===== src/rtl/fpalu_pkg.sv =====
// ----------------------------------------------------------------------------
// fpalu_pkg: shared types and constants of the Q24.8 fixed-point ALU
// Operation codes, widths and the item records passed between the parts.
// ----------------------------------------------------------------------------
package fpalu_pkg;

    localparam int FRAC_BITS = 8;
    localparam int DATA_W    = 32;
    localparam int KIND_W    = 3;
    localparam int NUM_W     = DATA_W + FRAC_BITS;  // shifted dividend width
    localparam int QUEUE_DEPTH = 4;
    localparam int QPTR_W    = 2;

    localparam logic [KIND_W-1:0] OP_ADD = 3'd0;
    localparam logic [KIND_W-1:0] OP_SUB = 3'd1;
    localparam logic [KIND_W-1:0] OP_MUL = 3'd2;
    localparam logic [KIND_W-1:0] OP_DIV = 3'd3;
    localparam logic [KIND_W-1:0] OP_MIN = 3'd4;
    localparam logic [KIND_W-1:0] OP_MAX = 3'd5;

    // Classified item handed from the front part to the back part.
    typedef struct packed {
        logic [KIND_W-1:0]        kind;
        logic signed [DATA_W-1:0] operand_a;
        logic signed [DATA_W-1:0] operand_b;
        logic                     a_greater;
        logic                     a_less;
        logic                     equal;
        logic                     divide_by_zero;
    } cls_item_t;

    // Finished result item.
    typedef struct packed {
        logic signed [DATA_W-1:0] result;
        logic                     a_greater;
        logic                     a_less;
        logic                     equal;
        logic                     divide_by_zero;
    } res_item_t;

endpackage


===== src/rtl/fpalu_queue.sv =====
// ----------------------------------------------------------------------------
// fpalu_queue: short queue between front and back parts
// Four-entry queue of classified items, ready while not full.
// ----------------------------------------------------------------------------
module fpalu_queue
(
    input  logic                 clk,
    input  logic                 rst_n,
    input  logic                 in_valid,
    input  fpalu_pkg::cls_item_t in_item,
    output logic                 in_ready,
    output logic                 out_valid,
    output fpalu_pkg::cls_item_t out_item,
    input  logic                 out_ready
);

    fpalu_pkg::cls_item_t          mem_reg [fpalu_pkg::QUEUE_DEPTH];
    logic [fpalu_pkg::QPTR_W-1:0]  wr_ptr_reg;
    logic [fpalu_pkg::QPTR_W-1:0]  rd_ptr_reg;
    logic [fpalu_pkg::QPTR_W:0]    count_reg;
    logic                          do_wr;
    logic                          do_rd;

    assign in_ready  = count_reg != (fpalu_pkg::QPTR_W+1)'(fpalu_pkg::QUEUE_DEPTH);
    assign out_valid = count_reg != '0;
    assign out_item  = mem_reg[rd_ptr_reg];
    assign do_wr     = in_valid && in_ready;
    assign do_rd     = out_valid && out_ready;

    always_ff @(posedge clk or negedge rst_n)
    begin
        if (!rst_n)
        begin
            wr_ptr_reg <= '0;
            rd_ptr_reg <= '0;
            count_reg  <= '0;
        end
        else
        begin
            if (do_wr)
            begin
                wr_ptr_reg <= wr_ptr_reg + 1'b1;
            end
            if (do_rd)
            begin
                rd_ptr_reg <= rd_ptr_reg + 1'b1;
            end
            if (do_wr && !do_rd)
            begin
                count_reg <= count_reg + 1'b1;
            end
            else if (do_rd && !do_wr)
            begin
                count_reg <= count_reg - 1'b1;
            end
        end
    end

    always_ff @(posedge clk)
    begin
        if (do_wr)
        begin
            mem_reg[wr_ptr_reg] <= in_item;
        end
    end

endmodule


===== config.mk =====
export PLATFORM = sky130hd
export DESIGN_NAME = fpalu_queue
export DESIGN_NICKNAME = d
export VERILOG_FILES = /design/src/rtl/fpalu_pkg.sv /design/src/rtl/fpalu_queue.sv
export SDC_FILE = /design/constraint.sdc
export NUM_CORES = 1
export LEC_CHECK = 0
export BUFFER_PORTS_ARGS = -buffer_cell sky130_fd_sc_hd__buf_4
export CORE_MARGIN = 2
export CORE_UTILIZATION = 64
export CTS_BUF_LIST = sky130_fd_sc_hd__clkbuf_2
export DETAILED_ROUTE_END_ITERATION = 8
export GPL_ROUTABILITY_DRIVEN = 0
export PLACE_DENSITY = 0.88
export SLEW_MARGIN = 25
export SYNTH_ARGS = -nofsm -noshare
export SYNTH_HDL_FRONTEND = slang
export SYNTH_SLANG_ARGS = --single-unit

===== constraint.sdc =====
create_clock -name clk -period 8.8 [get_ports clk]
set_clock_uncertainty 0.1 [all_clocks]
set_input_delay 1.76 -clock clk [delete_from_list [all_inputs] [get_ports clk]]
set_output_delay 1.76 -clock clk [all_outputs]
set_load 0.1 [all_outputs]

Yosys cells after proc, flatten, opt, wreduce, memory -nomap -nowiden
Memory sizes are Yosys's and may differ from the RTL's.
Index checks and enable logic that the tools add are counted.
{"block": "word_totals", "register_bits": 7, "ram_bits": 284, "inputBits": 75, "output_inout_bits": 73, "elab_cells": 21, "mem_count": 1}
{"block": "classes", "add_sub_neg": 4, "eq_ne": 1, "mux": 4, "n_reduce_logical": 8}
{"memory": "mem_reg", "depth": 4, "width": 71, "read_ports": 1, "rd_ports_with_merged_regs": 0, "wr": 1, "line": "fpalu_queue.sv:17", "source": "fpalu_pkg::cls_item_t mem_reg [fpalu_pkg::QUEUE_DEPTH];"}
{"cell": "3-bit two-way mux", "n": 2}
{"cell": "2-bit by 1-bit adder with 2-bit output (second input constant)", "n": 2}
{"cell": "1-bit logical AND", "n": 4}
{"cell": "3-bit by 1-bit adder with 3-bit output (second input constant)", "n": 1}
{"cell": "3-bit inequality test (second input constant)", "n": 1}
{"cell": "3-bit nonzero test", "n": 1}
{"cell": "3-bit by 1-bit subtractor with 3-bit output (second input constant)", "n": 1}
{"cell": "1-bit logical NOT", "n": 2}
{"cell": "1-bit two-way mux", "n": 2}
{"cell": "2-bit nonzero test", "n": 1}

Depth between registers and ports, before layout
{"block": "logic_depth", "depth_word": 6, "depth_mapped": 8, "depth_no_buf": 8}

Worst setup path after synthesis
OpenSTA, ideal clock, no wires.
{"block": "synth_path", "path_kind": "input to register", "start": "input port in_valid", "end": "memory mem_reg[0][0] (netlist name) (enable)", "setup_ps": 437, "arrival_ps": 3728, "required_time_ps": 8263, "slack_ps": 4535, "stages": 2, "path_buffers": 0, "path_cell_list": "a21boi_2 > and2_1"}
{"block": "synth_via", "elab_chain_cells": 3}
{"element": "from (decl)", "line": "fpalu_queue.sv:9", "source": "input logic in_valid,"}
{"element": "1-bit logical AND", "line": "fpalu_queue.sv:27", "source": "assign do_wr = in_valid && in_ready;"}
{"element": "1-bit two-way mux", "line": "fpalu_queue.sv:61", "source": "if (do_wr)"}
{"element": "1-bit two-way mux (implied by the code)", "line": "fpalu_queue.sv:63", "source": "mem_reg[wr_ptr_reg] <= in_item;"}
{"element": "to (decl)", "line": "fpalu_queue.sv:17"}
No other way between the ends.

==> results by group <==
Cells and area
  • Synthesis-to-layout area growth: 17.5%
  • Finished Layout Cells: 874
  • Nets: 693
  • Max reg flops: 284
  • Ratio of cells with drive above 1 in the final layout: 0.505

Place
  • Number of port buffers: 147
  • Dpl ws: ~4400 ps
  • Cell total after placement: 760
  • Post-DP HPWL: 11300 um

GRT
  • Largest net degree at the start of global routing: 73
  • Routing usage on met1: 0.271
  • Met2 GRT Util: 0.369
  • Antenna violations before repair: 1
  • First-pass GRT wire length: 29000 um
  • Total Routing Usage GR: 0.219
  • Top Usage Layer GRT: met2
  • Vias in the first global route: 5548
  • GRT overflow: 0
  • Met3 Use GR: 0.0537

Worst setup path
  • Reg2Reg Depth: 8
  • Critical path data arrival time: 3260 ps
  • Crit path capture type: output pin
  • FF-to-FF Start: count_reg[1]
  • Startpoint Class: flop
  • Critical Path RT: about 6900 ps
  • Worst-path maximum fanout: 44
  • Reg-to-reg critical path endpoint: count_reg[2]
  • R2R setup slack: about 6500 ps
  • Critical setup path kind: flop to output pin

Route
  • DR vias: between 4000 and 5000
  • Detailed Route WL: approximately 19000 um
  • Starting DRC count in detailed routing: ~330
  • Routed WL per cell: about 21 um
  • Drt drc: 0
  • TritonRoute pass-1 iters: 5
  • Routed Antenna Nets: 0
  • Via/cell ratio: 5.72

Synthesis
  • Synth area leaders: edfxtp_1, mux4_2, dfrtp_1
  • Top-count cell post-synth: edfxtp_1
  • Distinct cells, synth: 20
  • Fraction of registers with async set/reset: 0.0241
  • Net Count, Synth: 487
  • Syn Area/Cell: 26.4 um^2
  • EDFF count, synth: between 200 and 300
  • Ys Warns: 0
  • Synthesized area: 0.0107 mm^2
  • Mapped Cells: 406
  • Most used flip-flop cell after synthesis: edfxtp_1
  • FF+latch count, synth: 291
  • Synth top area share: 0.795
  • Synth cell count leaders: edfxtp_1, mux4_2, buf_12, buf_2, dfrtp_1
  • Largest area contributor in the netlist: edfxtp_1
  • Post-synthesis sequential area ratio: 0.811

STA
  • Worst hold slack: 462 ps
  • Endpoints failing setup: 0
  • Post-layout min period: 5120 ps
  • Hold Vio Cnt, Final: 0
  • Max-slew headroom: 0.318
  • Final worst setup slack: 3680 ps
  • RSZ-0062 raised after global routing: no
  • Final Max Slew Viols: 0
  • Period utilization: 0.582
  • Tightest Pin Transition: 1020 ps
  • Setup TNS: 0 ps
  • Maximum clock frequency: 0.195 GHz

CTS
  • Hold Buf Count CTS: 0
  • CTS tree: yes
  • Clock sinks: 291
  • Skew-Pair Late Insertion Delay: 790 ps
  • Post-CTS sizing: 0
  • H-tree levels: 3
  • Root buf cell: clkbuf_2
  • Clock transition at path regs: 100 ps
  • Post-CTS Setup Bufs: 0
  • Total CTS buffers: 68
  • Max Root-Sink Buffers: 3

Die
  • Die ar.: 0.0178 mm^2
  • Core Footprint: 0.0165 mm^2
  • Die width: 133 um
  • Row cnt: between 40 and 50
  • Initial Utilization: 0.652
  • Die Y: 133 um
  • # IOs: 148

Hold path
  • WHS Path Cells: 1
  • HP Class: flop to flop
  • Hold path startpoint: count_reg[2]
  • Hold endpoint: count_reg[2]

Status
  • Outcome: complete, no violations

Job
  • Maxcap violations: 0
per-stage QoR:
step | area [um^2] | utilization
after CTS | 12600 | 0.763
final | 12600 | 0.766
after global placement | 11900 | 0.725
after global routing | 12600 | 0.766
after detailed placement | 12000 | 0.729
after floorplan | 10700 | -
cell families after synthesis:
logic type / share of synthesized area
simple gates: 0.00478
fa+ha+maj: 0.00770
xor+xnor: 0.00490
compound gates: 0.00105
mux: 0.151
flops: 0.811
buf+inv: 0.0189
worst max-delay path, cell delays in order (launching register included):
cell	delay [ps]
dfrtp_4	820
buf_4	780
mux4_2	620
buf_4	250
layout by cell type, fill, tap and decap left out, types with 3 or more instances in the layout:
cell | Yosys | routed
edfxtp_1 | 284 | 284
buf_4 | 0 | 148
dfrtp_1 | 7 | 5
inv_2 | 0 | 5
xnor2_1 | 4 | 4
clkbuf_2 | 1 | 93
buf_16 | 0 | 3
clkinv_1 | 0 | 12
and2_4 | 0 | 4
mux4_2 | 70 | 70
inv_1 | 3 | 3
ha_1 | 5 | 5
worst max path at each step:
stage	start	to	slack [ps]	cells past startpoint
floorplan	in_valid	mem_reg[0][0]	4540	2
global placement	rd_ptr_reg[0]	out_item[34]	4370	3
detailed placement	rd_ptr_reg[0]	out_item[10]	4390	3
CTS	rd_ptr_reg[0]	out_item[10]	3550	3
global route	rd_ptr_reg[0]	out_item[10]	3370	3
finish	rd_ptr_reg[0]	out_item[10]	3680	3
routing by layer:
metal  up-vias  wire (um)
li1       2187          -
met4         0        519
met5         -          0
met2       206      10000
met1      2573       7080
met3        32       1110
area by class of cell:
class                      count  area, um^2
sequential                   291        8710
inverter                       3        11.3
clock inverter                18        93.8
timing repair buffer         152        1210
fill                         908        3860
multi-input combinational     96        1830
antenna                        1        2.50
clock buffer                  93         465
tap                          220         275
Power is not shown: default switching activity piles up to over one toggle a cycle in this logic, so the estimate is an artifact.
