### src/rtl/fpalu_pkg.sv
// ----------------------------------------------------------------------------
// fpalu_pkg: shared types and constants of the Q24.8 fixed-point ALU
// Operation codes, widths and the item records passed between the parts.
// ----------------------------------------------------------------------------
package fpalu_pkg;

    localparam int FRAC_BITS = 8;
    localparam int DATA_W    = 32;
    localparam int KIND_W    = 3;
    localparam int NUM_W     = DATA_W + FRAC_BITS;  // shifted dividend width
    localparam int QUEUE_DEPTH = 4;
    localparam int QPTR_W    = 2;

    localparam logic [KIND_W-1:0] OP_ADD = 3'd0;
    localparam logic [KIND_W-1:0] OP_SUB = 3'd1;
    localparam logic [KIND_W-1:0] OP_MUL = 3'd2;
    localparam logic [KIND_W-1:0] OP_DIV = 3'd3;
    localparam logic [KIND_W-1:0] OP_MIN = 3'd4;
    localparam logic [KIND_W-1:0] OP_MAX = 3'd5;

    // Classified item handed from the front part to the back part.
    typedef struct packed {
        logic [KIND_W-1:0]        kind;
        logic signed [DATA_W-1:0] operand_a;
        logic signed [DATA_W-1:0] operand_b;
        logic                     a_greater;
        logic                     a_less;
        logic                     equal;
        logic                     divide_by_zero;
    } cls_item_t;

    // Finished result item.
    typedef struct packed {
        logic signed [DATA_W-1:0] result;
        logic                     a_greater;
        logic                     a_less;
        logic                     equal;
        logic                     divide_by_zero;
    } res_item_t;

endpackage

### src/rtl/fpalu_front.sv
// ----------------------------------------------------------------------------
// fpalu_front: input register and classification
// Registers each accepted item, computes compare flags and divide-by-zero.
// ----------------------------------------------------------------------------
module fpalu_front
(
    input  logic                                  clk,
    input  logic                                  rst_n,
    input  logic                                  in_valid,
    input  logic [fpalu_pkg::KIND_W-1:0]          kind,
    input  logic signed [fpalu_pkg::DATA_W-1:0]   operand_a,
    input  logic signed [fpalu_pkg::DATA_W-1:0]   operand_b,
    input  logic                                  out_ready,
    output logic                                  in_ready,
    output logic                                  out_valid,
    output fpalu_pkg::cls_item_t                  out_item
);

    logic                 valid_reg;
    fpalu_pkg::cls_item_t item_reg;
    fpalu_pkg::cls_item_t item_next;

    assign in_ready  = !valid_reg || out_ready;
    assign out_valid = valid_reg;
    assign out_item  = item_reg;

    always_comb
    begin
        item_next.kind           = kind;
        item_next.operand_a      = operand_a;
        item_next.operand_b      = operand_b;
        item_next.a_greater      = operand_a > operand_b;
        item_next.a_less         = operand_a < operand_b;
        item_next.equal          = operand_a == operand_b;
        item_next.divide_by_zero = (kind == fpalu_pkg::OP_DIV) && (operand_b == '0);
    end

    always_ff @(posedge clk or negedge rst_n)
    begin
        if (!rst_n)
        begin
            valid_reg <= 1'b0;
        end
        else if (in_ready)
        begin
            valid_reg <= in_valid;
        end
    end

    always_ff @(posedge clk)
    begin
        if (in_ready && in_valid)
        begin
            item_reg <= item_next;
        end
    end

endmodule

### config.mk
export PLATFORM = sky130hd
export DESIGN_NAME = fpalu_front
export DESIGN_NICKNAME = d
export VERILOG_FILES = /design/src/rtl/fpalu_pkg.sv /design/src/rtl/fpalu_front.sv
export SDC_FILE = /design/constraint.sdc
export NUM_CORES = 1
export LEC_CHECK = 0
export BUFFER_PORTS_ARGS = -buffer_cell sky130_fd_sc_hd__buf_2
export CORE_UTILIZATION = 25
export DETAILED_ROUTE_END_ITERATION = 8
export HOLD_SLACK_MARGIN = 0.08
export PLACE_DENSITY_LB_ADDON = 0.12
export SLEW_MARGIN = 20
export SYNTH_ARGS = -nofsm -noshare
export SYNTH_HDL_FRONTEND = slang
export SYNTH_SLANG_ARGS = --single-unit
export TNS_END_PERCENT = 20
### constraint.sdc
create_clock -name clk -period 2.81 [get_ports clk]
set_clock_uncertainty 0.1 [all_clocks]
set_input_delay 0.562 -clock clk [delete_from_list [all_inputs] [get_ports clk]]
set_output_delay 0.562 -clock clk [all_outputs]
set_load 0.01 [all_outputs]
# After elaboration in Yosys (flattened, before gate mapping)
# Cells that the tools add are included.
dict set report totals {
  input_bits 71
  out_inout_bits 73
  ff_bits 72
}
dict set report classes {
  n_eq_ne 2
  reduce_logical 5
  order_cmp 2
}
# operator n
set ops {}
lappend ops {{$eq 32x32->1} 1}
lappend ops {{$gt 32x32->1} 1}
lappend ops {{$logic_not 32->1} 1}
lappend ops {{$lt 32x32->1} 1}
lappend ops {{$eq 3x2->1 const B} 1}
lappend ops {{$logic_and 1x1->1} 2}
lappend ops {{$logic_not 1->1} 1}
lappend ops {{$logic_or 1x1->1} 1}

# Longest topological paths before layout
# Gate-level depths: netlist of run 1.
dict set report logic_depth {
  depth_word 3
  mapped_depth 8
  ltp_nobuf 8
}

# Worst setup path after synthesis of run 1
# No wires, ideal clock.
dict set report synth_timing {
  path_type {input to register}
  startpoint {input out_ready}
  endpoint {register item_reg, in the netlist out_item[0] (enable)}
  required_time_ns 2.273
  cell_stages 2
  arrival_ns 2.440
  path_slack_ns -0.167
  path_cell_list {nand2b_1 and2_1}
}
dict set report synth_via {
  elab_chain_cells 2
}
# item line_no
set synth_rtl {}
lappend synth_rtl {{start, declared} fpalu_front.sv:13} ;# input logic out_ready,
lappend synth_rtl {{$logic_or 1x1->1} fpalu_front.sv:23} ;# assign in_ready = !valid_reg || out_ready;
lappend synth_rtl {{$logic_and 1x1->1} fpalu_front.sv:52} ;# if (in_ready && in_valid)
lappend synth_rtl {{end signal, assigned} fpalu_front.sv:54} ;# item_reg <= item_next;
lappend synth_rtl {{end, declared} fpalu_front.sv:20} ;# fpalu_pkg::cls_item_t item_reg;
# Every way passes these cells.
# A chain may end at the register's enable or synchronous reset.

==> qor.txt, run 1 <==
=================================================================================================================
Via count normalized by instance count                                                                       4.22
Shortest period the worst path allows                                                                     2.46 ns
Wire length per cell after detailed routing                                                               13.9 um
Combinational family with the most area after synthesis                                               adder cells
Worst-path clk slew                                                                                       0.05 ns
Leakage Power                                                                                             1.96 nW
Comb power frac                                                                                             11.9%
Relative slew slack                                                                                         67.9%
Number of buffers created by CTS                                                                                9
Post-route standard cell area excluding fillers                                                      0.00430 mm^2
Final setup TNS                                                                                              0 ns
Top-count cell post-synth                                                                            sky130_fd_sc_hd__edfxtp_1
Final antenna diode count                                                                                       0
Register area                                                                                        0.00216 mm^2
Switching part of the total                                                                                 23.5%
Relative contribution of sequential cells to total power                                                    49.2%
Crit. End Element                                                                                        register
Number of global-route vias before repair                                                                    2204
Switching pwr                                                                                              605 uW
Outcome                                                                                              complete, no violations
Post-synthesis sequential area ratio                                                                        69.9%
Vertical extent of the die                                                                                 113 um
Number of nets still failing antenna checks after routing                                                       0
Final non-filler cell total                                                                                   516
Required time worst endpoint                                                                              2.80 ns
Fraction of synthesis flops using an asynchronous set or reset pin                                          1.39%
Core Region                                                                                           0.0120 mm^2
H-tree depth                                                                                                    3
Flip-flop and latch count after synthesis                                                                      72
Routed vias                                                                                                  2176
Sinks on Clock Net                                                                                             72
Initial DRT Pass Iterations                                                                                     4
Share of final-layout standard cells stronger than drive strength 1                                         44.7%
Cell count after placement                                                                                    499
Transition at the pin with the smallest max-transition slack                                             0.477 ns
Global-route wire length before repair                                                                   11300 um
Largest stage delay on the critical path                                                                  0.44 ns
Endpoints failing hold                                                                                          0
Launching element type of the critical path                                                          primary input
Antenna violations before repair                                                                                0
Cell type contributing the most total cell area after synthesis                                      sky130_fd_sc_hd__edfxtp_1
Post-synth EDFFs                                                                                               71
Port Buffer Count                                                                                             143
Total die area                                                                                        0.0128 mm^2
Share of the synthesized area in compound gates (AO/OA/AOI/OAI)                                             5.23%
Clock Tree Buf Depth                                                                                            2
Total congestion overflow                                                                                       0
Layout net count                                                                                              467
Setup slack of the critical path after layout                                                            0.349 ns
Power density normalized to cell area                                                                 599 mW/mm^2
Class of the tightest hold or removal check                                                          primary input to register
Prevailing post-synth register cell                                                                  sky130_fd_sc_hd__edfxtp_1
Fraction of the cycle the final worst path needs                                                            87.6%
TritonCTS clock tree                                                                                          yes
Layout Area Growth over Synthesis                                                                           39.2%
Total Wirelength                                                                                          7180 um
Share of total power in the clock network                                                                   38.9%
Fillers                                                                                                      1208
Util after Layout                                                                                           35.8%
Drt drc                                                                                                         0
Share of Yosys cell area claimed by the top area cell type                                                  69.0%
RSZ-0062 raised after global routing                                                                           no
Most frequent cells after synthesis                                                                  71 x sky130_fd_sc_hd__edfxtp_1, 34 x sky130_fd_sc_hd__inv_1, 32 x sky130_fd_sc_hd__ha_1, 10 x sky130_fd_sc_hd__a21oi_1, 8 x sky130_fd_sc_hd__nand2_1
Fraction of the mapped netlist area in simple logic gates                                                   7.82%
Synthesized-area fraction occupied by xor and xnor cells                                                       0%
Critical setup path kind                                                                             primary input to register
Setup violation total in the final timing report                                                                0
Arithmetic-cell share of the synthesized area counting full adders, half adders and majority gates          13.0%
Max-slew violations                                                                                             0
Synthesized area                                                                                     0.00309 mm^2
Synth Instances                                                                                               205
Rows                                                                                                           40
Starting Density                                                                                            25.7%
Final HPWL from detailed placement                                                                        5600 um
DIE WIDTH                                                                                                  113 um
Internal power                                                                                            1.97 mW
Count of different cell masters after synthesis                                                                26
Ports                                                                                                         144
Mux cell area share after synthesis                                                                            0%
Worst-case vdd ir drop                                                                                 0.000336 V
Area taken by multi-input logic gates                                                                    806 um^2
Number of setup buffers added after CTS                                                                         0
Starting DRT DRC Count                                                                                         69
Placer Congestion                                                                                           0.674
Crit-path leading delay family                                                                       simple AND/OR/NAND/NOR gates
Largest cells by area after synthesis                                                                sky130_fd_sc_hd__edfxtp_1 69%, sky130_fd_sc_hd__ha_1 13%, sky130_fd_sc_hd__inv_1 4.1%, sky130_fd_sc_hd__a21oi_1 1.6%, sky130_fd_sc_hd__nand4_1 1.4%
Pin count of the biggest net entering global routing                                                           42
Critical path buffers and inverters                                                                             2
Total global routing track utilization                                                                      12.2%
Area post-placement                                                                                  0.00403 mm^2
Fmax achieved                                                                                             406 MHz
Insertion delay of the later-clocked pin in the worst-skew pair                                           0.34 ns
Yosys warnings                                                                                                  0
DP Worst Slack                                                                                         -0.0263 ns
Average cell area after synthesis                                                                       15.1 um^2
Number of max-cap violations                                                                                    0
Highest net fanout along the worst path                                                                         4
Worst-path cell with the longest stage delay                                                         sky130_fd_sc_hd__or3_1
Cell Chain, Critical Path                                                                            buf_2, inv_1, ha_1, and4_1, nand4_1, or3_1, a31oi_1, o21ai_0, and2_1
Synthesized net count                                                                                         308
Clk Tree Root Cell                                                                                   sky130_fd_sc_hd__clkbuf_16
Data arrival, critical path                                                                               2.46 ns
=================================================================================================================
-- worst register-to-register path, stage by stage (launching register included) --
cell                       delay [ns]
sky130_fd_sc_hd__dfrtp_1         0.37
sky130_fd_sc_hd__nand2b_1        0.11
sky130_fd_sc_hd__and2_4          0.44
sky130_fd_sc_hd__buf_12          0.30
-- kinds of logic (layout without fill, tap and decap cells) --
family / count (synthesis) / in the layout
and+or+nand+nor: 42 / 42
DFF: 72 / 72
AOI/OAI and AO/OA: 25 / 25
adders and majority gates: 32 / 32
buffers and inverters: 34 / 198
-- per-layer routing --
metal,global-route usage [%],wire (um)
met1,14.8,3280
met4,6.84,165
met3,5.46,564
met2,18.0,3170
met5,0,0
-- registers in the layout (all words and copies together) (netlist names) --
signal,flops
out_valid,1
out_item,71
-- power groups by stage --
stage	sequential, mW	combinational (mW)	clock [mW]
5_1_grt	1.27	0.349	1.08
3_3_place_gp	1.29	0.313	0
3_5_place_dp	1.29	0.313	0
4_1_cts	1.27	0.316	1.04
6_report	1.27	0.307	1.00
2_1_floorplan	1.32	0.109	0
-- area by class of cell --
| cell class | instances | area share, % |
|---|---|---|
| clock buffers | 10 | 5.33 |
| clock inverters | 6 | 0.611 |
| inverters | 34 | 2.97 |
| multi-input cells | 99 | 18.7 |
| flip-flops and latches | 72 | 50.2 |
| well taps | 147 | 4.28 |
| repair buffers | 148 | 17.9 |
-- repair_timing --
action,CTS,global route
hold buffers,1,0
endpoints found under the hold margin,1,0
gates resized for setup,0,0
-- cell usage in the layout (no fill, tap or decap), drive strengths merged --
master,instances
a21oi,10
nor2,2
a221oi,3
nor3,3
dfrtp,1
clkinv,6
nand2b,5
o21ai,6
inv,34
buf,147
nand2,8
nor4b,1
nand4,7
a221o,1
and4,1
clkbuf,10
dlygate4sd3,1
edfxtp,71
nand3,3
nor4,7
a31oi,1
a21o,4
or3,2
and2,3
ha,32
-- worst paths after layout --
path | start | endpoint | slack [ns] | depth (start not counted)
max in group asynchronous | rst_n | out_valid | 2.10 | 2
min in group asynchronous | rst_n | out_valid | 0.43 | 2
setup reg to reg | out_valid | out_item[54] | 1.14 | 3
hold reg to reg | out_valid | out_valid | 0.44 | 2
setup / recovery | operand_b[31] | out_item[2] | 0.35 | 9
hold / removal | kind[1] | out_item[69] | 0.31 | 1
-- metrics by stage --
stage	hold slack, ns	total power [mW]
floorplan	0.166	1.43
global placement	0.238	1.60
detailed placement	0.240	1.60
CTS	0.292	2.62
global route	0.297	2.70
finish	0.309	2.57
No activity file was read; power rests on OpenSTA's default activity.
==> run 2: changes to the inputs <==
--- a/config.mk
+++ b/config.mk
@@ -5,12 +5,12 @@
 export SDC_FILE = /design/constraint.sdc
 export NUM_CORES = 1
 export LEC_CHECK = 0
+export ABC_AREA = 1
 export BUFFER_PORTS_ARGS = -buffer_cell sky130_fd_sc_hd__buf_2
 export CORE_UTILIZATION = 25
 export DETAILED_ROUTE_END_ITERATION = 8
 export HOLD_SLACK_MARGIN = 0.08
 export PLACE_DENSITY_LB_ADDON = 0.12
-export SLEW_MARGIN = 20
 export SYNTH_ARGS = -nofsm -noshare
 export SYNTH_HDL_FRONTEND = slang
 export SYNTH_SLANG_ARGS = --single-unit
==> constraint.sdc (replaced) <==
create_clock -name clk -period 2.81 [get_ports clk]
set_clock_uncertainty 0.1 [all_clocks]
set_input_delay 0 -clock clk [delete_from_list [all_inputs] [get_ports clk]]
set_output_delay 0 -clock clk [all_outputs]
set_load 0.01 [all_outputs]
==> qor.txt, run 2 <==
=================================================================================================================
Top-count cell post-synth                                                                            sky130_fd_sc_hd__edfxtp_1   unchanged
Clk Tree Root Cell                                                                                   sky130_fd_sc_hd__clkbuf_16   unchanged
Global-route wire length before repair                                                                   12200 um   was 11300 um
Fmax achieved                                                                                             557 MHz   was 406 MHz
Wire length per cell after detailed routing                                                               12.5 um   was 13.9 um
Share of final-layout standard cells stronger than drive strength 1                                         36.0%   was 44.7%
Post-synthesis sequential area ratio                                                                        67.8%   was 69.9%
Number of nets still failing antenna checks after routing                                                       0   unchanged
Prevailing post-synth register cell                                                                  sky130_fd_sc_hd__edfxtp_1   unchanged
Data arrival, critical path                                                                               1.78 ns   was 2.46 ns
Number of cells upsized or downsized after cts                                                                  0   unchanged
Port Buffer Count                                                                                             143   unchanged
Commonest cells after routing, fill and taps aside                                                   143 x sky130_fd_sc_hd__buf_2, 71 x sky130_fd_sc_hd__dlygate4sd3_1, 71 x sky130_fd_sc_hd__edfxtp_1, 42 x sky130_fd_sc_hd__inv_1, 37 x sky130_fd_sc_hd__nand2_1   was 143 x sky130_fd_sc_hd__buf_2, 71 x sky130_fd_sc_hd__edfxtp_1, 34 x sky130_fd_sc_hd__inv_1, 32 x sky130_fd_sc_hd__ha_1, 10 x sky130_fd_sc_hd__a21oi_1
Rows                                                                                                           40   unchanged
Total die area                                                                                        0.0132 mm^2   was 0.0128 mm^2
Setup violation total in the final timing report                                                                0   unchanged
Ports                                                                                                         144   unchanged
Count of different cell masters after synthesis                                                                22   was 26
Core Region                                                                                           0.0122 mm^2   was 0.0120 mm^2
Cell count after placement                                                                                    551   was 499
TritonCTS clock tree                                                                                          yes   unchanged
Pin count of the biggest net entering global routing                                                           43   was 42
Class of the tightest hold or removal check                                                          primary input to output port   was primary input to register
Highest net fanout along the worst path                                                                         3   was 4
Launching element type of the critical path                                                          primary input   unchanged
Placer Congestion                                                                                           0.678   was 0.674
Final antenna diode count                                                                                       0   unchanged
Max reg flops                                                                                                  71   unchanged
Number of buffers created by CTS                                                                                9   unchanged
Fraction of synthesis flops using an asynchronous set or reset pin                                          1.39%   unchanged
Layout net count                                                                                              568   was 467
Drt drc                                                                                                         0   unchanged
Final HPWL from detailed placement                                                                        5760 um   was 5600 um
Initial DRT Pass Iterations                                                                                     4   unchanged
Combinational family with the most area after synthesis                                               adder cells   unchanged
Total Wirelength                                                                                          7980 um   was 7180 um
Number of max-cap violations                                                                                    0   unchanged
Final non-filler cell total                                                                                   638   was 516
Transition at the pin with the smallest max-transition slack                                             0.537 ns   was 0.477 ns
Worst-case vdd ir drop                                                                                 0.000384 V   was 0.000336 V
Antenna violations before repair                                                                                0   unchanged
Total global routing track utilization                                                                      12.6%   was 12.2%
Flip-flop and latch count after synthesis                                                                      72   unchanged
Yosys warnings                                                                                                  0   unchanged
Clock Tree Buf Depth                                                                                            2   unchanged
Post-synth EDFFs                                                                                               71   unchanged
Fraction of the mapped netlist area in simple logic gates                                                   11.4%   was 7.82%
Share of the synthesized area in compound gates (AO/OA/AOI/OAI)                                             3.14%   was 5.23%
Arithmetic-cell share of the synthesized area counting full adders, half adders and majority gates          12.6%   was 13.0%
Hold_ws                                                                                                  0.239 ns   was 0.309 ns
Setup slack on the worst flop-to-flop path                                                                1.27 ns   was 1.14 ns
Layout Area Growth over Synthesis                                                                           60.3%   was 39.2%
Share of Yosys cell area claimed by the top area cell type                                                  67.0%   was 69.0%
Outcome                                                                                              complete, no violations   unchanged
Power density normalized to cell area                                                                 521 mW/mm^2   was 599 mW/mm^2
Starting DRT DRC Count                                                                                        103   was 69
Mux cell area share after synthesis                                                                            0%   unchanged
Insertion delay of the later-clocked pin in the worst-skew pair                                           0.33 ns   was 0.34 ns
Synthesized net count                                                                                         341   was 308
Final setup TNS                                                                                              0 ns   unchanged
Total congestion overflow                                                                                       0   unchanged
Average cell area after synthesis                                                                       13.4 um^2   was 15.1 um^2
Max-slew violations                                                                                             0   unchanged
Leakage Power                                                                                             2.33 nW   was 1.96 nW
RSZ-0062 raised after global routing                                                                           no   unchanged
Endpoints failing hold                                                                                          0   unchanged
Required time worst endpoint                                                                              2.79 ns   was 2.80 ns
Critical setup path kind                                                                             primary input to register   unchanged
Cell type contributing the most total cell area after synthesis                                      sky130_fd_sc_hd__edfxtp_1   unchanged
Largest cells by area after synthesis                                                                sky130_fd_sc_hd__edfxtp_1 67%, sky130_fd_sc_hd__ha_1 13%, sky130_fd_sc_hd__inv_1 5.0%, sky130_fd_sc_hd__nand2_1 4.4%, sky130_fd_sc_hd__a21oi_1 2.0%   was sky130_fd_sc_hd__edfxtp_1 69%, sky130_fd_sc_hd__ha_1 13%, sky130_fd_sc_hd__inv_1 4.1%, sky130_fd_sc_hd__a21oi_1 1.6%, sky130_fd_sc_hd__nand4_1 1.4%
Routed vias                                                                                                  2558   was 2176
Crit. End Element                                                                                        register   unchanged
DIE WIDTH                                                                                                  115 um   was 113 um
Starting Density                                                                                            26.1%   was 25.7%
Commonest non-fill, non-tap cell in the layout                                                       sky130_fd_sc_hd__buf_2   unchanged
Relative slew slack                                                                                         64.2%   was 67.9%
Sinks on Clock Net                                                                                             72   unchanged
Synth Instances                                                                                               238   was 205
Worst-path clk slew                                                                                       0.05 ns   about the same
Util after Layout                                                                                           41.8%   was 35.8%
Synthesized area                                                                                     0.00318 mm^2   was 0.00309 mm^2
Via count normalized by instance count                                                                       4.01   was 4.22
Synthesized-area fraction occupied by xor and xnor cells                                                       0%   unchanged
Shortest period the worst path allows                                                                     1.80 ns   was 2.46 ns
Most frequent cells after synthesis                                                                  71 x sky130_fd_sc_hd__edfxtp_1, 42 x sky130_fd_sc_hd__inv_1, 37 x sky130_fd_sc_hd__nand2_1, 32 x sky130_fd_sc_hd__ha_1, 13 x sky130_fd_sc_hd__a21oi_1   was 71 x sky130_fd_sc_hd__edfxtp_1, 34 x sky130_fd_sc_hd__inv_1, 32 x sky130_fd_sc_hd__ha_1, 10 x sky130_fd_sc_hd__a21oi_1, 8 x sky130_fd_sc_hd__nand2_1
Vertical extent of the die                                                                                 115 um   was 113 um
Fraction of the cycle the final worst path needs                                                            63.9%   was 87.6%
Number of global-route vias before repair                                                                    2617   was 2204
H-tree depth                                                                                                    3   unchanged
=================================================================================================================
## run 2: cell count changes after synthesis, moves of 3 or more
cell	before	now
sky130_fd_sc_hd__a21oi_1	10	13
sky130_fd_sc_hd__nand2b_1	5	0
sky130_fd_sc_hd__nand2_1	8	37
sky130_fd_sc_hd__nor2_1	2	10
sky130_fd_sc_hd__nand2_2	0	3
sky130_fd_sc_hd__o21ai_0	5	2
sky130_fd_sc_hd__inv_1	34	42
sky130_fd_sc_hd__nor4_1	7	2
## run 2: area by class of cell
class                   count  area, um^2
clock buffers              10         229
clock inverters             6        26.3
fillers                  1202        7110
inverters                  43         161
multi-input cells         123         876
flip-flops and latches     72        2160
well taps                 168         210
repair buffers            216        1440
## run 2: cell families after synthesis
logic type	Yosys count
AOI/OAI and AO/OA	18
adders and majority gates	32
buffers and inverters	43
DFF	72
and+or+nand+nor	73
## run 2: worst paths after layout
check | startpoint | end | cells past startpoint
max | operand_b[15] | out_item[3] | 9
min in group asynchronous | rst_n | out_valid | 3
max in group asynchronous | rst_n | out_valid | 3
min | out_ready | in_ready | 4
max reg2reg | out_valid | out_item[54] | 2
min reg2reg | out_valid | out_item[70] | 2
## run 2: repair_timing
item | CTS | global route
hold buffers | 71 | 0
buffers inserted | 0 | 0
endpoints found under the hold margin | 70 | 0
## run 2: metal layers
| metal | vias up | GRT usage, % | wire length [um] |
|---|---|---|---|
| met1 | 1161 | 14.4 | 3530 |
| met3 | 11 | 5.75 | 600 |
| met4 | 0 | 4.68 | 101 |
| li1 | 1283 | - | - |
| met2 | 103 | 20.9 | 3750 |
| met5 | - | 0 | 0 |
## run 2: critical path: stages
cell and delay [ns]:
sky130_fd_sc_hd__dlygate4sd3_1 0.52, sky130_fd_sc_hd__buf_2 0.11, sky130_fd_sc_hd__inv_1 0.05, sky130_fd_sc_hd__ha_1 0.28, sky130_fd_sc_hd__nand2_1 0.10, sky130_fd_sc_hd__nor3_2 0.27
sky130_fd_sc_hd__nand3_1 0.14, sky130_fd_sc_hd__nor3_1 0.25, sky130_fd_sc_hd__nor2_2 0.06
## run 2: power by group
| part | internal (mW) | total (mW) | switching (mW) | leakage, nW |
|---|---|---|---|---|
| logic | 0.193 | 0.396 | 0.202 | 1.52 |
| registers | 1.25 | 1.27 | 0.0136 | 0.688 |
| clock network | 0.581 | 0.993 | 0.412 | 0.120 |
## run 2: metrics by stage
stage	power, mW	area (um^2)	setup WS (ns)
after floorplan	1.46	3190	0.628
final	2.66	5100	1.01
after detailed placement	1.61	4140	1.17
after global placement	1.61	4140	1.14
after CTS	2.70	5100	0.995
after global routing	2.79	5100	0.844
